===== src/rtl/hwt_pkg.sv =====
// ----------------------------------------------------------------------------
// hwt_pkg
// Shared types and constants of the hashed timer wheel.
// ----------------------------------------------------------------------------
`default_nettype none

package hwt_pkg;

  // Default sizes of the wheel and of the timer pool
  localparam int SLOTS_DEF  = 256;
  localparam int TIMERS_DEF = 64;

  // Fixed field widths
  localparam int ID_W   = 16;
  localparam int IV_W   = 16;
  localparam int EV_W   = 2;
  localparam int TIME_W = 8;
  localparam int SC_W   = 9;
  localparam int XW     = IV_W + 1;   // interval plus current slot, before reduction
  localparam int ADDR_W = 3;
  localparam int DATA_W = 32;

  localparam logic [SC_W-1:0] SLOT_COUNT_RST = SC_W'(100);

  // Register index decoded from paddr[2]
  localparam logic REG_SLOT_COUNT = 1'b0;

  // Command codes
  localparam logic CMD_START = 1'b0;
  localparam logic CMD_TICK  = 1'b1;

  // Result event codes
  typedef enum logic [EV_W-1:0] {
    EV_STARTED  = 2'd0,
    EV_REJECTED = 2'd1,
    EV_EXPIRED  = 2'd2
  } event_t;

  // Controller states
  typedef enum logic [3:0] {
    ST_CLEAR,
    ST_IDLE,
    ST_REJ,
    ST_MOD,
    ST_SRD,
    ST_SLOT,
    ST_TRD,
    ST_THEAD,
    ST_ERD,
    ST_EMIT
  } state_t;

  // Request to the serial modulo unit
  typedef struct packed {
    logic          go;
    logic [XW-1:0] x;
  } mod_req_t;

endpackage

`default_nettype wire


===== src/rtl/hwt_if.sv =====
// ----------------------------------------------------------------------------
// hwt_in_if / hwt_out_if
// Valid/ready channels for command words and result words.
// ----------------------------------------------------------------------------
`default_nettype none

interface hwt_in_if;
  logic                      valid;
  logic                      ready;
  logic                      command;
  logic [hwt_pkg::IV_W-1:0]  interval;
  logic [hwt_pkg::ID_W-1:0]  request_id;

  modport source (output valid, command, interval, request_id, input ready);
  modport sink   (input valid, command, interval, request_id, output ready);
endinterface

interface hwt_out_if;
  logic                        valid;
  logic                        ready;
  logic [hwt_pkg::EV_W-1:0]    event_res;
  logic [hwt_pkg::ID_W-1:0]    expired_id;
  logic [hwt_pkg::TIME_W-1:0]  slot_time;
  logic                        last;

  modport source (output valid, event_res, expired_id, slot_time, last, input ready);
  modport sink   (input valid, event_res, expired_id, slot_time, last, output ready);
endinterface

`default_nettype wire


===== src/rtl/hashed_timer_wheel_top.sv =====
// ----------------------------------------------------------------------------
// hashed_timer_wheel_top
// Single-level timing wheel with a fixed timer pool and an APB slot count.
// ----------------------------------------------------------------------------
// After reset the block empties every slot of the slot head memory and takes no
// command word in that time (register writes are taken). One command is handled
// at a time. A start runs the 17-step serial remainder that finds the target
// slot, then reads and writes back the slot head and entry memories, and returns
// one word: accepted, or rejected without those steps when all TIMERS entries
// are in use. A tick reads and empties the slot head, then does one read and one
// write-back of the entry memory per expired timer, and returns one word per
// expired timer, newest first, with last set on the final one; an empty slot
// returns nothing. A held result does not block the next command until another
// result has to be loaded. Write the slot count only while idle.
// ----------------------------------------------------------------------------
`default_nettype none

module hashed_timer_wheel_top #(
  parameter int SLOTS  = hwt_pkg::SLOTS_DEF,
  parameter int TIMERS = hwt_pkg::TIMERS_DEF
) (
  input  wire logic                        clk,
  input  wire logic                        rst_n,
  hwt_in_if.sink                           in_if,
  hwt_out_if.source                        out_if,
  input  wire logic                        psel,
  input  wire logic                        penable,
  input  wire logic                        pwrite,
  input  wire logic [hwt_pkg::ADDR_W-1:0]  paddr,
  input  wire logic [hwt_pkg::DATA_W-1:0]  pwdata,
  output logic      [hwt_pkg::DATA_W-1:0]  prdata,
  output logic                             pready
);

  localparam int NW = $clog2(SLOTS + 1);

  logic [NW-1:0]      n;
  hwt_pkg::mod_req_t  mod_req;
  logic               mod_done;
  logic [NW-1:0]      mod_rem;

  // configuration registers
  hwt_cfg #(.SLOTS(SLOTS)) u_cfg (
    .clk     (clk),
    .rst_n   (rst_n),
    .psel    (psel),
    .penable (penable),
    .pwrite  (pwrite),
    .paddr   (paddr),
    .pwdata  (pwdata),
    .prdata  (prdata),
    .pready  (pready),
    .n       (n)
  );

  // slot index reduction
  hwt_mod #(.SLOTS(SLOTS)) u_mod (
    .clk   (clk),
    .rst_n (rst_n),
    .req   (mod_req),
    .n     (n),
    .done  (mod_done),
    .rem   (mod_rem)
  );

  // wheel sequencer and memories
  hwt_ctrl #(.SLOTS(SLOTS), .TIMERS(TIMERS)) u_ctrl (
    .clk      (clk),
    .rst_n    (rst_n),
    .in_if    (in_if),
    .out_if   (out_if),
    .n        (n),
    .mod_req  (mod_req),
    .mod_done (mod_done),
    .mod_rem  (mod_rem)
  );

endmodule

`default_nettype wire


===== src/rtl/hwt_cfg.sv =====
// ----------------------------------------------------------------------------
// hwt_cfg
// APB register file: slot count register and the clamped slot count in use.
// ----------------------------------------------------------------------------
`default_nettype none

module hwt_cfg #(
  parameter int SLOTS = hwt_pkg::SLOTS_DEF,
  localparam int NW   = $clog2(SLOTS + 1)
) (
  input  wire logic                        clk,
  input  wire logic                        rst_n,
  input  wire logic                        psel,
  input  wire logic                        penable,
  input  wire logic                        pwrite,
  input  wire logic [hwt_pkg::ADDR_W-1:0]  paddr,
  input  wire logic [hwt_pkg::DATA_W-1:0]  pwdata,
  output logic      [hwt_pkg::DATA_W-1:0]  prdata,
  output logic                             pready,
  output logic      [NW-1:0]               n
);

  localparam int CW = (NW > hwt_pkg::SC_W) ? NW : hwt_pkg::SC_W;

  logic [hwt_pkg::SC_W-1:0] slot_count_r;
  logic                     wr_hit;
  logic [CW-1:0]            sc_ext;

  assign pready = 1'b1;
  assign wr_hit = psel & penable & pwrite & (paddr[2] == hwt_pkg::REG_SLOT_COUNT);

  // slot count register
  always_ff @(posedge clk) begin
    if (!rst_n) begin
      slot_count_r <= hwt_pkg::SLOT_COUNT_RST;
    end else if (wr_hit) begin
      slot_count_r <= pwdata[hwt_pkg::SC_W-1:0];
    end
  end

  // read back
  assign prdata = (paddr[2] == hwt_pkg::REG_SLOT_COUNT) ?
                  hwt_pkg::DATA_W'(slot_count_r) : '0;

  // clamp to 1..SLOTS
  assign sc_ext = CW'(slot_count_r);
  always_comb begin
    if (sc_ext == '0) begin
      n = NW'(1);
    end else if (sc_ext > CW'(SLOTS)) begin
      n = NW'(SLOTS);
    end else begin
      n = NW'(sc_ext);
    end
  end

endmodule

`default_nettype wire


===== src/rtl/hwt_mod.sv =====
// ----------------------------------------------------------------------------
// hwt_mod
// Bit-serial remainder unit: x mod n, one quotient bit per cycle.
// ----------------------------------------------------------------------------
`default_nettype none

module hwt_mod #(
  parameter int SLOTS = hwt_pkg::SLOTS_DEF,
  localparam int NW   = $clog2(SLOTS + 1)
) (
  input  wire logic              clk,
  input  wire logic              rst_n,
  input  wire hwt_pkg::mod_req_t req,
  input  wire logic [NW-1:0]     n,
  output logic                   done,
  output logic      [NW-1:0]     rem
);

  localparam int XW    = hwt_pkg::XW;
  localparam int CNT_W = $clog2(XW + 1);

  logic [XW-1:0]    x_r;
  logic [NW-1:0]    rem_r;
  logic [CNT_W-1:0] cnt_r;
  logic             busy_r;
  logic             done_r;
  logic [NW:0]      trial;
  logic [NW:0]      trial_sub;

  // shift in the next dividend bit and subtract n when it fits
  assign trial     = {rem_r, x_r[XW-1]};
  assign trial_sub = trial - {1'b0, n};

  always_ff @(posedge clk) begin
    if (!rst_n) begin
      busy_r <= 1'b0;
      done_r <= 1'b0;
      cnt_r  <= '0;
    end else begin
      done_r <= 1'b0;
      if (req.go) begin
        busy_r <= 1'b1;
        cnt_r  <= CNT_W'(XW);
      end else if (busy_r) begin
        cnt_r <= cnt_r - CNT_W'(1);
        if (cnt_r == CNT_W'(1)) begin
          busy_r <= 1'b0;
          done_r <= 1'b1;
        end
      end
    end
  end

  // datapath
  always_ff @(posedge clk) begin
    if (req.go) begin
      x_r   <= req.x;
      rem_r <= '0;
    end else if (busy_r) begin
      x_r   <= {x_r[XW-2:0], 1'b0};
      rem_r <= (trial >= {1'b0, n}) ? trial_sub[NW-1:0] : trial[NW-1:0];
    end
  end

  assign done = done_r;
  assign rem  = rem_r;

  a_rem_range: assert property (@(posedge clk) disable iff (!rst_n)
    done_r |-> (rem_r < n))
    else $error("remainder not below slot count");

endmodule

`default_nettype wire


===== src/rtl/hwt_ctrl.sv =====
// ----------------------------------------------------------------------------
// hwt_ctrl
// Wheel sequencer: slot head memory, timer entry memory, free list and
// the result register.
// ----------------------------------------------------------------------------
`default_nettype none

module hwt_ctrl #(
  parameter int SLOTS  = hwt_pkg::SLOTS_DEF,
  parameter int TIMERS = hwt_pkg::TIMERS_DEF,
  localparam int NW    = $clog2(SLOTS + 1)
) (
  input  wire logic               clk,
  input  wire logic               rst_n,
  hwt_in_if.sink                  in_if,
  hwt_out_if.source               out_if,
  input  wire logic [NW-1:0]      n,
  output hwt_pkg::mod_req_t       mod_req,
  input  wire logic               mod_done,
  input  wire logic [NW-1:0]      mod_rem
);

  localparam int SW   = $clog2(SLOTS);
  localparam int EW   = $clog2(TIMERS + 1);
  localparam int IW   = (TIMERS > 1) ? $clog2(TIMERS) : 1;
  localparam int ID_W = hwt_pkg::ID_W;
  localparam int XW   = hwt_pkg::XW;
  localparam logic [EW-1:0] NIL = EW'(TIMERS);

  // state and bookkeeping
  hwt_pkg::state_t   state_r, state_nxt;
  logic [SW-1:0]     current_r, current_nxt;
  logic [SW-1:0]     slot_r, slot_nxt;
  logic [SW-1:0]     clr_r, clr_nxt;
  logic [EW-1:0]     cur_r, cur_nxt;
  logic [EW-1:0]     free_head_r, free_head_nxt;
  logic [EW-1:0]     alloc_cnt_r, alloc_cnt_nxt;
  logic [ID_W-1:0]   id_r, id_nxt;

  // result register
  logic                      out_valid_r, out_valid_nxt;
  hwt_pkg::event_t           out_res_r, out_res_nxt;
  logic [ID_W-1:0]           out_id_r, out_id_nxt;
  logic [SW-1:0]             out_time_r, out_time_nxt;
  logic                      out_last_r, out_last_nxt;
  logic                      out_free;

  // slot head memory
  logic [EW-1:0]     head_mem [SLOTS];
  logic [EW-1:0]     head_rd_r;
  logic [SW-1:0]     head_raddr, head_waddr;
  logic [EW-1:0]     head_wdata;
  logic              head_we;

  // timer entry memory: {next, id}
  logic [EW+ID_W-1:0] ent_mem [TIMERS];
  logic [EW+ID_W-1:0] ent_rd_r;
  logic [IW-1:0]      ent_raddr, ent_waddr;
  logic [EW+ID_W-1:0] ent_wdata;
  logic               ent_we;
  logic [EW-1:0]      ent_next;
  logic [ID_W-1:0]    ent_id;

  logic              pool_full;
  logic              fresh;
  logic [EW-1:0]     new_e;
  logic [NW:0]       cur_inc;
  logic [SW-1:0]     current_wrap;

  assign ent_next  = ent_rd_r[EW+ID_W-1:ID_W];
  assign ent_id    = ent_rd_r[ID_W-1:0];
  assign pool_full = (alloc_cnt_r == NIL) && (free_head_r == NIL);
  assign fresh     = (alloc_cnt_r != NIL);
  assign new_e     = fresh ? alloc_cnt_r : free_head_r;
  assign out_free  = !out_valid_r || out_if.ready;

  // tick advance with wrap at the slot count
  assign cur_inc      = (NW+1)'(current_r) + (NW+1)'(1);
  assign current_wrap = (cur_inc >= {1'b0, n}) ? '0 : cur_inc[SW-1:0];

  assign in_if.ready       = (state_r == hwt_pkg::ST_IDLE);
  assign out_if.valid      = out_valid_r;
  assign out_if.event_res  = out_res_r;
  assign out_if.expired_id = out_id_r;
  assign out_if.slot_time  = hwt_pkg::TIME_W'(out_time_r);
  assign out_if.last       = out_last_r;

  // memories
  always_ff @(posedge clk) begin
    if (head_we) begin
      head_mem[head_waddr] <= head_wdata;
    end
    head_rd_r <= head_mem[head_raddr];
  end

  always_ff @(posedge clk) begin
    if (ent_we) begin
      ent_mem[ent_waddr] <= ent_wdata;
    end
    ent_rd_r <= ent_mem[ent_raddr];
  end

  // state register
  always_ff @(posedge clk) begin
    if (!rst_n) begin
      state_r     <= hwt_pkg::ST_CLEAR;
      current_r   <= '0;
      clr_r       <= '0;
      free_head_r <= NIL;
      alloc_cnt_r <= '0;
      out_valid_r <= 1'b0;
    end else begin
      state_r     <= state_nxt;
      current_r   <= current_nxt;
      clr_r       <= clr_nxt;
      free_head_r <= free_head_nxt;
      alloc_cnt_r <= alloc_cnt_nxt;
      out_valid_r <= out_valid_nxt;
    end
  end

  // payload registers
  always_ff @(posedge clk) begin
    slot_r     <= slot_nxt;
    cur_r      <= cur_nxt;
    id_r       <= id_nxt;
    out_res_r  <= out_res_nxt;
    out_id_r   <= out_id_nxt;
    out_time_r <= out_time_nxt;
    out_last_r <= out_last_nxt;
  end

  // next state and memory control
  always_comb begin
    state_nxt     = state_r;
    current_nxt   = current_r;
    slot_nxt      = slot_r;
    clr_nxt       = clr_r;
    cur_nxt       = cur_r;
    free_head_nxt = free_head_r;
    alloc_cnt_nxt = alloc_cnt_r;
    id_nxt        = id_r;
    out_valid_nxt = out_valid_r && !out_if.ready;
    out_res_nxt   = out_res_r;
    out_id_nxt    = out_id_r;
    out_time_nxt  = out_time_r;
    out_last_nxt  = out_last_r;
    head_raddr    = slot_r;
    head_we       = 1'b0;
    head_waddr    = slot_r;
    head_wdata    = NIL;
    ent_raddr     = free_head_r[IW-1:0];
    ent_we        = 1'b0;
    ent_waddr     = new_e[IW-1:0];
    ent_wdata     = {head_rd_r, id_r};
    mod_req.go    = 1'b0;
    mod_req.x     = XW'(in_if.interval) + XW'(current_r);

    case (state_r)
      // empty every slot after reset
      hwt_pkg::ST_CLEAR: begin
        head_we    = 1'b1;
        head_waddr = clr_r;
        clr_nxt    = clr_r + SW'(1);
        if (clr_r == SW'(SLOTS - 1)) begin
          state_nxt = hwt_pkg::ST_IDLE;
        end
      end

      hwt_pkg::ST_IDLE: begin
        if (in_if.valid) begin
          id_nxt = in_if.request_id;
          if (in_if.command == hwt_pkg::CMD_TICK) begin
            current_nxt = current_wrap;
            state_nxt   = hwt_pkg::ST_TRD;
          end else if (pool_full) begin
            state_nxt = hwt_pkg::ST_REJ;
          end else begin
            mod_req.go = 1'b1;
            state_nxt  = hwt_pkg::ST_MOD;
          end
        end
      end

      hwt_pkg::ST_REJ: begin
        if (out_free) begin
          out_valid_nxt = 1'b1;
          out_res_nxt   = hwt_pkg::EV_REJECTED;
          out_id_nxt    = id_r;
          out_time_nxt  = current_r;
          out_last_nxt  = 1'b1;
          state_nxt     = hwt_pkg::ST_IDLE;
        end
      end

      // wait for the target slot
      hwt_pkg::ST_MOD: begin
        if (mod_done) begin
          slot_nxt  = mod_rem[SW-1:0];
          state_nxt = hwt_pkg::ST_SRD;
        end
      end

      // slot head and free list head are being read
      hwt_pkg::ST_SRD: begin
        state_nxt = hwt_pkg::ST_SLOT;
      end

      // link the new entry at the head of the slot
      hwt_pkg::ST_SLOT: begin
        if (out_free) begin
          if (fresh) begin
            alloc_cnt_nxt = alloc_cnt_r + EW'(1);
          end else begin
            free_head_nxt = ent_next;
          end
          ent_we        = 1'b1;
          head_we       = 1'b1;
          head_wdata    = new_e;
          out_valid_nxt = 1'b1;
          out_res_nxt   = hwt_pkg::EV_STARTED;
          out_id_nxt    = id_r;
          out_time_nxt  = current_r;
          out_last_nxt  = 1'b1;
          state_nxt     = hwt_pkg::ST_IDLE;
        end
      end

      hwt_pkg::ST_TRD: begin
        head_raddr = current_r;
        state_nxt  = hwt_pkg::ST_THEAD;
      end

      // take the slot list and empty the slot
      hwt_pkg::ST_THEAD: begin
        head_raddr = current_r;
        head_we    = 1'b1;
        head_waddr = current_r;
        cur_nxt    = head_rd_r;
        state_nxt  = (head_rd_r == NIL) ? hwt_pkg::ST_IDLE : hwt_pkg::ST_ERD;
      end

      hwt_pkg::ST_ERD: begin
        ent_raddr = cur_r[IW-1:0];
        state_nxt = hwt_pkg::ST_EMIT;
      end

      // report one expired timer and push its entry on the free list
      hwt_pkg::ST_EMIT: begin
        ent_raddr = cur_r[IW-1:0];
        if (out_free) begin
          ent_we        = 1'b1;
          ent_waddr     = cur_r[IW-1:0];
          ent_wdata     = {free_head_r, ent_id};
          free_head_nxt = cur_r;
          cur_nxt       = ent_next;
          out_valid_nxt = 1'b1;
          out_res_nxt   = hwt_pkg::EV_EXPIRED;
          out_id_nxt    = ent_id;
          out_time_nxt  = current_r;
          out_last_nxt  = (ent_next == NIL);
          state_nxt     = (ent_next == NIL) ? hwt_pkg::ST_IDLE : hwt_pkg::ST_ERD;
        end
      end

      default: begin
        state_nxt = hwt_pkg::ST_IDLE;
      end
    endcase
  end

  a_cur_range: assert property (@(posedge clk) disable iff (!rst_n)
    {1'b0, current_r} < (SW+1)'(SLOTS))
    else $error("current slot out of range");

  a_alloc_range: assert property (@(posedge clk) disable iff (!rst_n)
    alloc_cnt_r <= NIL)
    else $error("fresh entry count beyond pool size");

  a_busy_after_accept: assert property (@(posedge clk) disable iff (!rst_n)
    (in_if.valid && in_if.ready) |=> (state_r != hwt_pkg::ST_IDLE))
    else $error("sequencer idle right after accepting a word");

  a_reject_full: assert property (@(posedge clk) disable iff (!rst_n)
    (state_r == hwt_pkg::ST_REJ) |-> pool_full)
    else $error("reject with a free entry");

endmodule

`default_nettype wire


===== src/flat_wrapper.sv =====
// flat-port wrapper written by rule: the top's interface ports become plain ports
module hashed_timer_wheel_top_flat 
#(
  parameter int SLOTS  = hwt_pkg::SLOTS_DEF,
  parameter int TIMERS = hwt_pkg::TIMERS_DEF
)
  (clk, rst_n, psel, penable, pwrite, paddr, pwdata, prdata, pready, in_if_valid, in_if_command, in_if_interval, in_if_request_id, in_if_ready, out_if_valid, out_if_event_res, out_if_expired_id, out_if_slot_time, out_if_last, out_if_ready);
  hwt_in_if in_if_i ();
  hwt_out_if out_if_i ();
  input  wire logic clk;
  input  wire logic rst_n;
  input  wire logic psel;
  input  wire logic penable;
  input  wire logic pwrite;
  input  wire logic [hwt_pkg::ADDR_W-1:0] paddr;
  input  wire logic [hwt_pkg::DATA_W-1:0] pwdata;
  output logic      [hwt_pkg::DATA_W-1:0] prdata;
  output logic pready;
  input wire logic [$bits(in_if_i.valid)-1:0] in_if_valid;
  input wire logic [$bits(in_if_i.command)-1:0] in_if_command;
  input wire logic [$bits(in_if_i.interval)-1:0] in_if_interval;
  input wire logic [$bits(in_if_i.request_id)-1:0] in_if_request_id;
  output wire logic [$bits(in_if_i.ready)-1:0] in_if_ready;
  output wire logic [$bits(out_if_i.valid)-1:0] out_if_valid;
  output wire logic [$bits(out_if_i.event_res)-1:0] out_if_event_res;
  output wire logic [$bits(out_if_i.expired_id)-1:0] out_if_expired_id;
  output wire logic [$bits(out_if_i.slot_time)-1:0] out_if_slot_time;
  output wire logic [$bits(out_if_i.last)-1:0] out_if_last;
  input wire logic [$bits(out_if_i.ready)-1:0] out_if_ready;
  assign in_if_i.valid = in_if_valid;
  assign in_if_i.command = in_if_command;
  assign in_if_i.interval = in_if_interval;
  assign in_if_i.request_id = in_if_request_id;
  assign in_if_ready = in_if_i.ready;
  assign out_if_valid = out_if_i.valid;
  assign out_if_event_res = out_if_i.event_res;
  assign out_if_expired_id = out_if_i.expired_id;
  assign out_if_slot_time = out_if_i.slot_time;
  assign out_if_last = out_if_i.last;
  assign out_if_i.ready = out_if_ready;
  hashed_timer_wheel_top #(.SLOTS(SLOTS), .TIMERS(TIMERS)) u_core (.clk(clk), .rst_n(rst_n), .in_if(in_if_i), .out_if(out_if_i), .psel(psel), .penable(penable), .pwrite(pwrite), .paddr(paddr), .pwdata(pwdata), .prdata(prdata), .pready(pready));
endmodule

===== config.mk =====
export PLATFORM = sky130hd
export DESIGN_NAME = hashed_timer_wheel_top_flat
export DESIGN_NICKNAME = d
export VERILOG_FILES = /design/src/rtl/hwt_pkg.sv /design/src/rtl/hwt_if.sv /design/src/rtl/hashed_timer_wheel_top.sv /design/src/rtl/hwt_cfg.sv /design/src/rtl/hwt_mod.sv /design/src/rtl/hwt_ctrl.sv /design/src/flat_wrapper.sv
export SDC_FILE = /design/constraint.sdc
export NUM_CORES = 2
export LEC_CHECK = 0
export BUFFER_PORTS_ARGS = -buffer_cell sky130_fd_sc_hd__buf_2
export CAP_MARGIN = 20
export CORE_MARGIN = 5
export CORE_UTILIZATION = 50
export DETAILED_ROUTE_END_ITERATION = 8
export PLACE_DENSITY = 0.73
export SYNTH_ARGS = -nofsm -noshare
export SYNTH_HDL_FRONTEND = slang
export SYNTH_SLANG_ARGS = --single-unit

===== constraint.sdc =====
create_clock -name clk -period 16 [get_ports clk]
set_input_delay 1.6 -clock clk [delete_from_list [all_inputs] [get_ports clk]]
set_output_delay 1.6 -clock clk [all_outputs]
set_load 0.005 [all_outputs]

Yosys cells after proc, flatten, opt, wreduce, memory -nomap -nowiden --
Memories as Yosys holds them, arrays and structs flattened. A register that Yosys moved wholly into a read port is not among the register bits. Cells that the tools add are included. Widths: inputs -> output; s select.
Storage, ports and cells: input bits 75, word-level logic and storage cells 153, output and inout port bits 62, memory bits (writable) 3264, bits in registers 135, memories kept 2
Memory list:
- u_core.u_ctrl.head_mem | depth 256, width 7, read ports 1, clocked after Yosys merged registers in 1, write ports 1, RTL line hwt_ctrl.sv:49 | logic [EW-1:0] head_mem [SLOTS];
- u_core.u_ctrl.ent_mem | depth 64, width 23, read ports 1, clocked after Yosys merged registers in 1, write ports 1, RTL line hwt_ctrl.sv:56 | logic [EW+ID_W-1:0] ent_mem [TIMERS];
Operators by class: reduce and logical (&&, ||, !) cells 30, bitwise gates (word level) 6, muxes and demuxes 62, $lt $le $gt $ge 3, equal/unequal tests 24, add/subtract/negate cells 6
Operators by type and width (number):
- $mux 7 | 7
- $mux 23 | 2
- $mux 9 | 4
- $pmux 4 s9 | 1
- $mux 17 | 2
- $mux 16 | 2
- $pmux 16 s2 | 1
- $eq 7x7->1 const B | 4
- $mux 4 | 7
- $pmux 7 s2 | 2
- $mux 1 | 19
- $mux 6 | 3
- $add 16x8->17 | 1
- $eq 4x3->1 const B | 4
- $mux 8 | 2
- $pmux 8 s2 | 1
- $ne 2x2->1 const B | 6
- $reduce_or 2->1 | 6
- $ge 10x9->1 | 1
- $mux 5 | 2
- $add 8x1->9 const B | 1
- $ge 9x9->1 | 1
- $gt 9x9->1 const B | 1
- $logic_not 9->1 | 1
- other kinds (28) | 50

Longest topological paths before layout --
word-level depth 7, gate-level depth with buffers 15, mapped depth without buffers 14

Cells and area by module --
From an unflattened synthesis, not the netlist that was laid out.
Unflattened totals: cells, all modules 8746, area, all modules 136357.0 um^2
By module, submodules not included:
- hwt_ctrl | sequential area each 101056.9 um^2, instances 1, area each 133809.6 um^2, cells an instance 8485
- hwt_mod | sequential area each 830.8 um^2, instances 1, area each 1826.8 um^2, cells an instance 173
- hwt_cfg | sequential area each 180.2 um^2, instances 1, area each 720.7 um^2, cells an instance 88

Worst setup path before layout --
Ideal clock, no wire load.
path kind input to register, from input port out_if_ready, to memory u_core.u_ctrl.ent_mem[39][0] (netlist name) (enable), stages on the path 6, data arrival time 9.801 ns, library setup time 0.403 ns, slack 5.796 ns, data required time 15.597 ns, path buffers 0, cell sequence nand2b_1 -> nand2_1 -> nor2_1 -> a31o_2 -> nand3_1 -> nor2_1
On the way: word-level cells in the longest chain between the ends 5, elaborated cells on any way between the ends 7, classes of those cells 6 x mux; 1 x reduce/logical
RTL lines:
- start, declared | RTL line flat_wrapper.sv:29 | input wire logic [$bits(out_if_i.ready)-1:0] out_if_ready;
- $logic_or 1x1->1 * | RTL line hwt_ctrl.sv:75 | assign out_free = !out_valid_r || out_if.ready;
- $mux 1 | RTL line hwt_ctrl.sv:211, hwt_ctrl.sv:251
- $mux 1
- $mux 1 | RTL line hwt_ctrl.sv:97 | if (ent_we) begin
- $mux 1 (implied by the code) | RTL line hwt_ctrl.sv:98 | ent_mem[ent_waddr] <= ent_wdata;
- end, declared | RTL line hwt_ctrl.sv:56
Mark *: on every way between the ends. The rest lies on a longest branch, timed or not.

Final worst setup path --
from register u_core.u_ctrl.state_r[1], to register u_core.u_ctrl.head_rd_r[2], read port of u_core.u_ctrl.head_mem
On the way: word-level cells in the longest chain between the ends 3, elaborated cells on any way between the ends 4, classes of those cells 2 x eq/ne; 1 x mux; 1 x reduce/logical
RTL lines:
- start, declared | RTL line hwt_ctrl.sv:31 | hwt_pkg::state_t state_r, state_nxt;
- start signal, assigned | RTL line hwt_ctrl.sv:106 | state_r <= hwt_pkg::ST_CLEAR;
- start signal, assigned | RTL line hwt_ctrl.sv:113 | state_r <= state_nxt;
- $eq 4x3->1 | RTL line hwt_ctrl.sv:159 | case (state_r)
- $reduce_or 2->1 (no source line) *
- $mux 8 * | RTL line hwt_ctrl.sv:159
- end, declared | RTL line hwt_ctrl.sv:50 | logic [EW-1:0] head_rd_r;
Marked as above. A chain may end at the register's enable or synchronous reset.

==> flow_metrics.tcl <==
set metrics [dict create \
    status "complete, no violations" \
    fillers 20100 \
    relSlewSlack_pct 23.2 \
    synth_edf_count 3339 \
    ys_seq_area_share_pct 75.2 \
    min_period_ns 6.95 \
    crit_arrival_ns 7.66 \
    async_flop_share_pct 0 \
    routedWlPerCell_um 26.9 \
    vias_per_cell 6.18 \
    fin_crit_sh_pct 43.5 \
    syn_to_final_growth_pct 11.1 \
    grt.overflow.total 0 \
    holdWs_ns 0.478 \
    post_cts.repair.setup_buffers 0 \
    drv_cap 0 \
    avgSynthCellArea_um2 15.7 \
    synth_top_area_share_pct 73.8 \
    syn_area_mm2 0.136 \
    fp-row-count 191 \
    grt_use_total_pct 23.5 \
    grt_pass1_wl_um 497000 \
    fin_nets 8849 \
    drt_iter0_markers 10900 \
    rsz0062_at_grt "false" \
    yosys.area.top_type "edfxtp_1" \
    tns_ns 0 \
    post_cts_resize_count 0 \
    routed-via-count 77700 \
    drc 0 \
    hpwl_um 192000 \
    yosys_warnings 0 \
    worstMarginPinSlew_ns 1.15 \
    start_util_pct 50.2 \
    die_h_um 531 \
    fin_worst_skew_ns 0.0824 \
    drive_gt1_share_pct 14.1 \
    synth_cells 8666 \
    dieWidth_um 531 \
    grt_max_degree 200 \
    synth_ff_type "edfxtp_1" \
    required_ns 16.71 \
    fmax_mhz 144 \
    ant_nets 0 \
    power_density_mw_per_mm2 121 \
    antenna_found_initial 7 \
    cp_top_family "buffers and inverters" \
    setup-violations-final 0 \
    ys_types 71 \
    clkLatencyLatePin_ns 0.89 \
    firstDrtPassIters 8 \
    rrSetupSlack_ns 9.05 \
    cts_buffers 337 \
    slew_violations 0 \
    cp_slowest_cell "mux2i_4" \
    post-route-util_pct 55.7 \
    hold_viol 0 \
    io_buffers 87 \
    cts.hold.buffers_added 0 \
    critPathMaxStageDelay_ns 0.87 \
    ioPinCount 137 \
    p_leak_nw 50.9 \
    cp_cell_sequence "nand3b_2 > mux2i_4 > buf_4 > buf_4 > buf_4 > mux2i_1 > o22ai_1 > nor4_1 > nor2_1 > nor3_1 > o2111ai_1" \
    path_max_fanout 59 \
    gp_congestion 0.903 \
    first_global_vias 76000 \
    hold_class "flop to flop" \
    cts_sinks 3429 \
    path_buf_inv 3 \
    cp-end-kind "flop" \
    cts_buffer_depth 4 \
    core_mm2 0.271 \
    cts_tree "yes" \
    criticalPathCategory "flop to flop" \
    die_area_mm2 0.282 \
    start_kind "flop" \
    synth_area_leaders "edfxtp_1 (74%), mux4_2 (6.4%), nand2_1 (5.0%), nand3_1 (1.9%), mux2i_1 (1.7%)" \
    htree_levels 5 \
    drt_wl_total_um 338000 \
    cp_common_cell "buf_4" \
    clkTransAtPathRegs_ns 0.06 \
    synth_seq_cells 3429 \
    clock-root-buffer "clkbuf_16" \
    max-vdd-ir-drop_mv 0.160 \
]
synthesized netlist by cell type, types with 53 or more instances:
library cell / number
and2_1: 67
clkbuf_1: 273
nor2_1: 387
nand3_1: 529
o22ai_1: 132
and3_1: 110
mux2_2: 53
a31oi_1: 149
a211oi_1: 53
o21ai_0: 68
a21oi_1: 124
mux4_2: 386
nand2_1: 1820
dfxtp_1: 90
buf_1: 59
a311oi_1: 60
mux2i_1: 229
edfxtp_1: 3339
buf_2: 147
stage by stage:
| step | area, um^2 | cells | total power, mW | setup slack, ns |
|---|---|---|---|---|
| 2_1_floorplan | 136000 | 8688 | 10.5 | 5.80 |
| 3_3_place_gp | 140000 | 12000 | 10.7 | 9.38 |
| 3_5_place_dp | 140000 | 12000 | 10.8 | 9.19 |
| 4_1_cts | 151000 | 12600 | 18.3 | 9.14 |
| 5_1_grt | 151000 | 12600 | 18.7 | 8.76 |
| 6_report | 151000 | 12600 | 18.3 | 9.05 |
placed cells by master, fill, tap and decap left out, types with 53 or more instances in the layout:
cell type / count
buf_2: 87
and3_1: 109
a21oi_1: 124
nor2_1: 309
clkbuf_16: 347
and2_1: 67
a311oi_1: 60
edfxtp_1: 3339
dfxtp_1: 90
nand2_1: 1817
mux4_2: 386
o21ai_0: 68
mux2i_1: 225
buf_4: 161
a31oi_1: 149
o22ai_1: 132
clkinv_1: 75
clkbuf_1: 74
nand3_1: 512
a211oi_1: 53
tightest hold or removal path, stage by stage (launching register included):
cell and delay (ns):
dfxtp_1 0.31, nand2b_1 0.06, a21oi_1 0.06
where the power goes:
group	total, mW	switching (mW)	internal (mW)	leakage, nW
Sequential	9.95	0.0454	9.90	31.8
Clock	7.65	3.27	4.38	5.15
Combinational	0.660	0.532	0.129	14.0
Total	18.3	3.85	14.4	50.9
path summary, 6_finish.rpt:
kind,from,to,depth (start not counted)
max,u_core.u_ctrl.state_r[1],u_core.u_ctrl.head_rd_r[2],11
min,u_core.u_mod.rem[8],u_core.u_mod.rem[8],2
max reg2reg,u_core.u_ctrl.state_r[1],u_core.u_ctrl.head_rd_r[2],11
min reg2reg,u_core.u_mod.rem[8],u_core.u_mod.rem[8],2
logic make-up after synthesis:
group                      share of synthesized area (%)
and+or+nand+nor                                     9.78
DFF                                                 75.2
muxes                                               8.57
other                                            0.00553
buffers and inverters                               1.96
xor gates and xnor gates                           0.232
AOI/OAI and AO/OA                                   3.96
adders and majority gates                          0.324
flip-flops by register name, indices dropped and copies added (netlist names), 9 cells and up:
name	count
u_core.u_ctrl.out_if.expired_id	16
u_core.u_mod.x_r	17
u_core.u_mod.rem	9
u_core.u_ctrl.id_r	16
u_core.u_ctrl.ent_rd_r	23
u_core.u_ctrl.ent_mem	1472
u_core.u_cfg.sc_ext	9
u_core.u_ctrl.head_mem	1792
final cells by class:
| cell class | count | area (um^2) | share of cell area [%] |
|---|---|---|---|
| sequential | 3429 | 102000 | 67.7 |
| tap | 3570 | 4470 | 2.96 |
| antenna | 1 | 2.50 | 0.00166 |
| clock buffer | 433 | 9130 | 6.05 |
| multi-input combinational | 4683 | 31700 | 21.0 |
| inverter | 29 | 109 | 0.0722 |
| clock inverter | 166 | 1440 | 0.954 |
| timing repair buffer | 260 | 1880 | 1.25 |
routing by layer:
metal  global-route usage, %  vias up  share of wire [%]
met2                    37.9     4610                 48
li1                        -    33300                  -
met4                    10.5        4                5.0
met3                    4.35      783                 10
met1                    31.5    39000                 37
met5                       0        -              0.010
No activity file was read; power rests on OpenSTA's default activity.
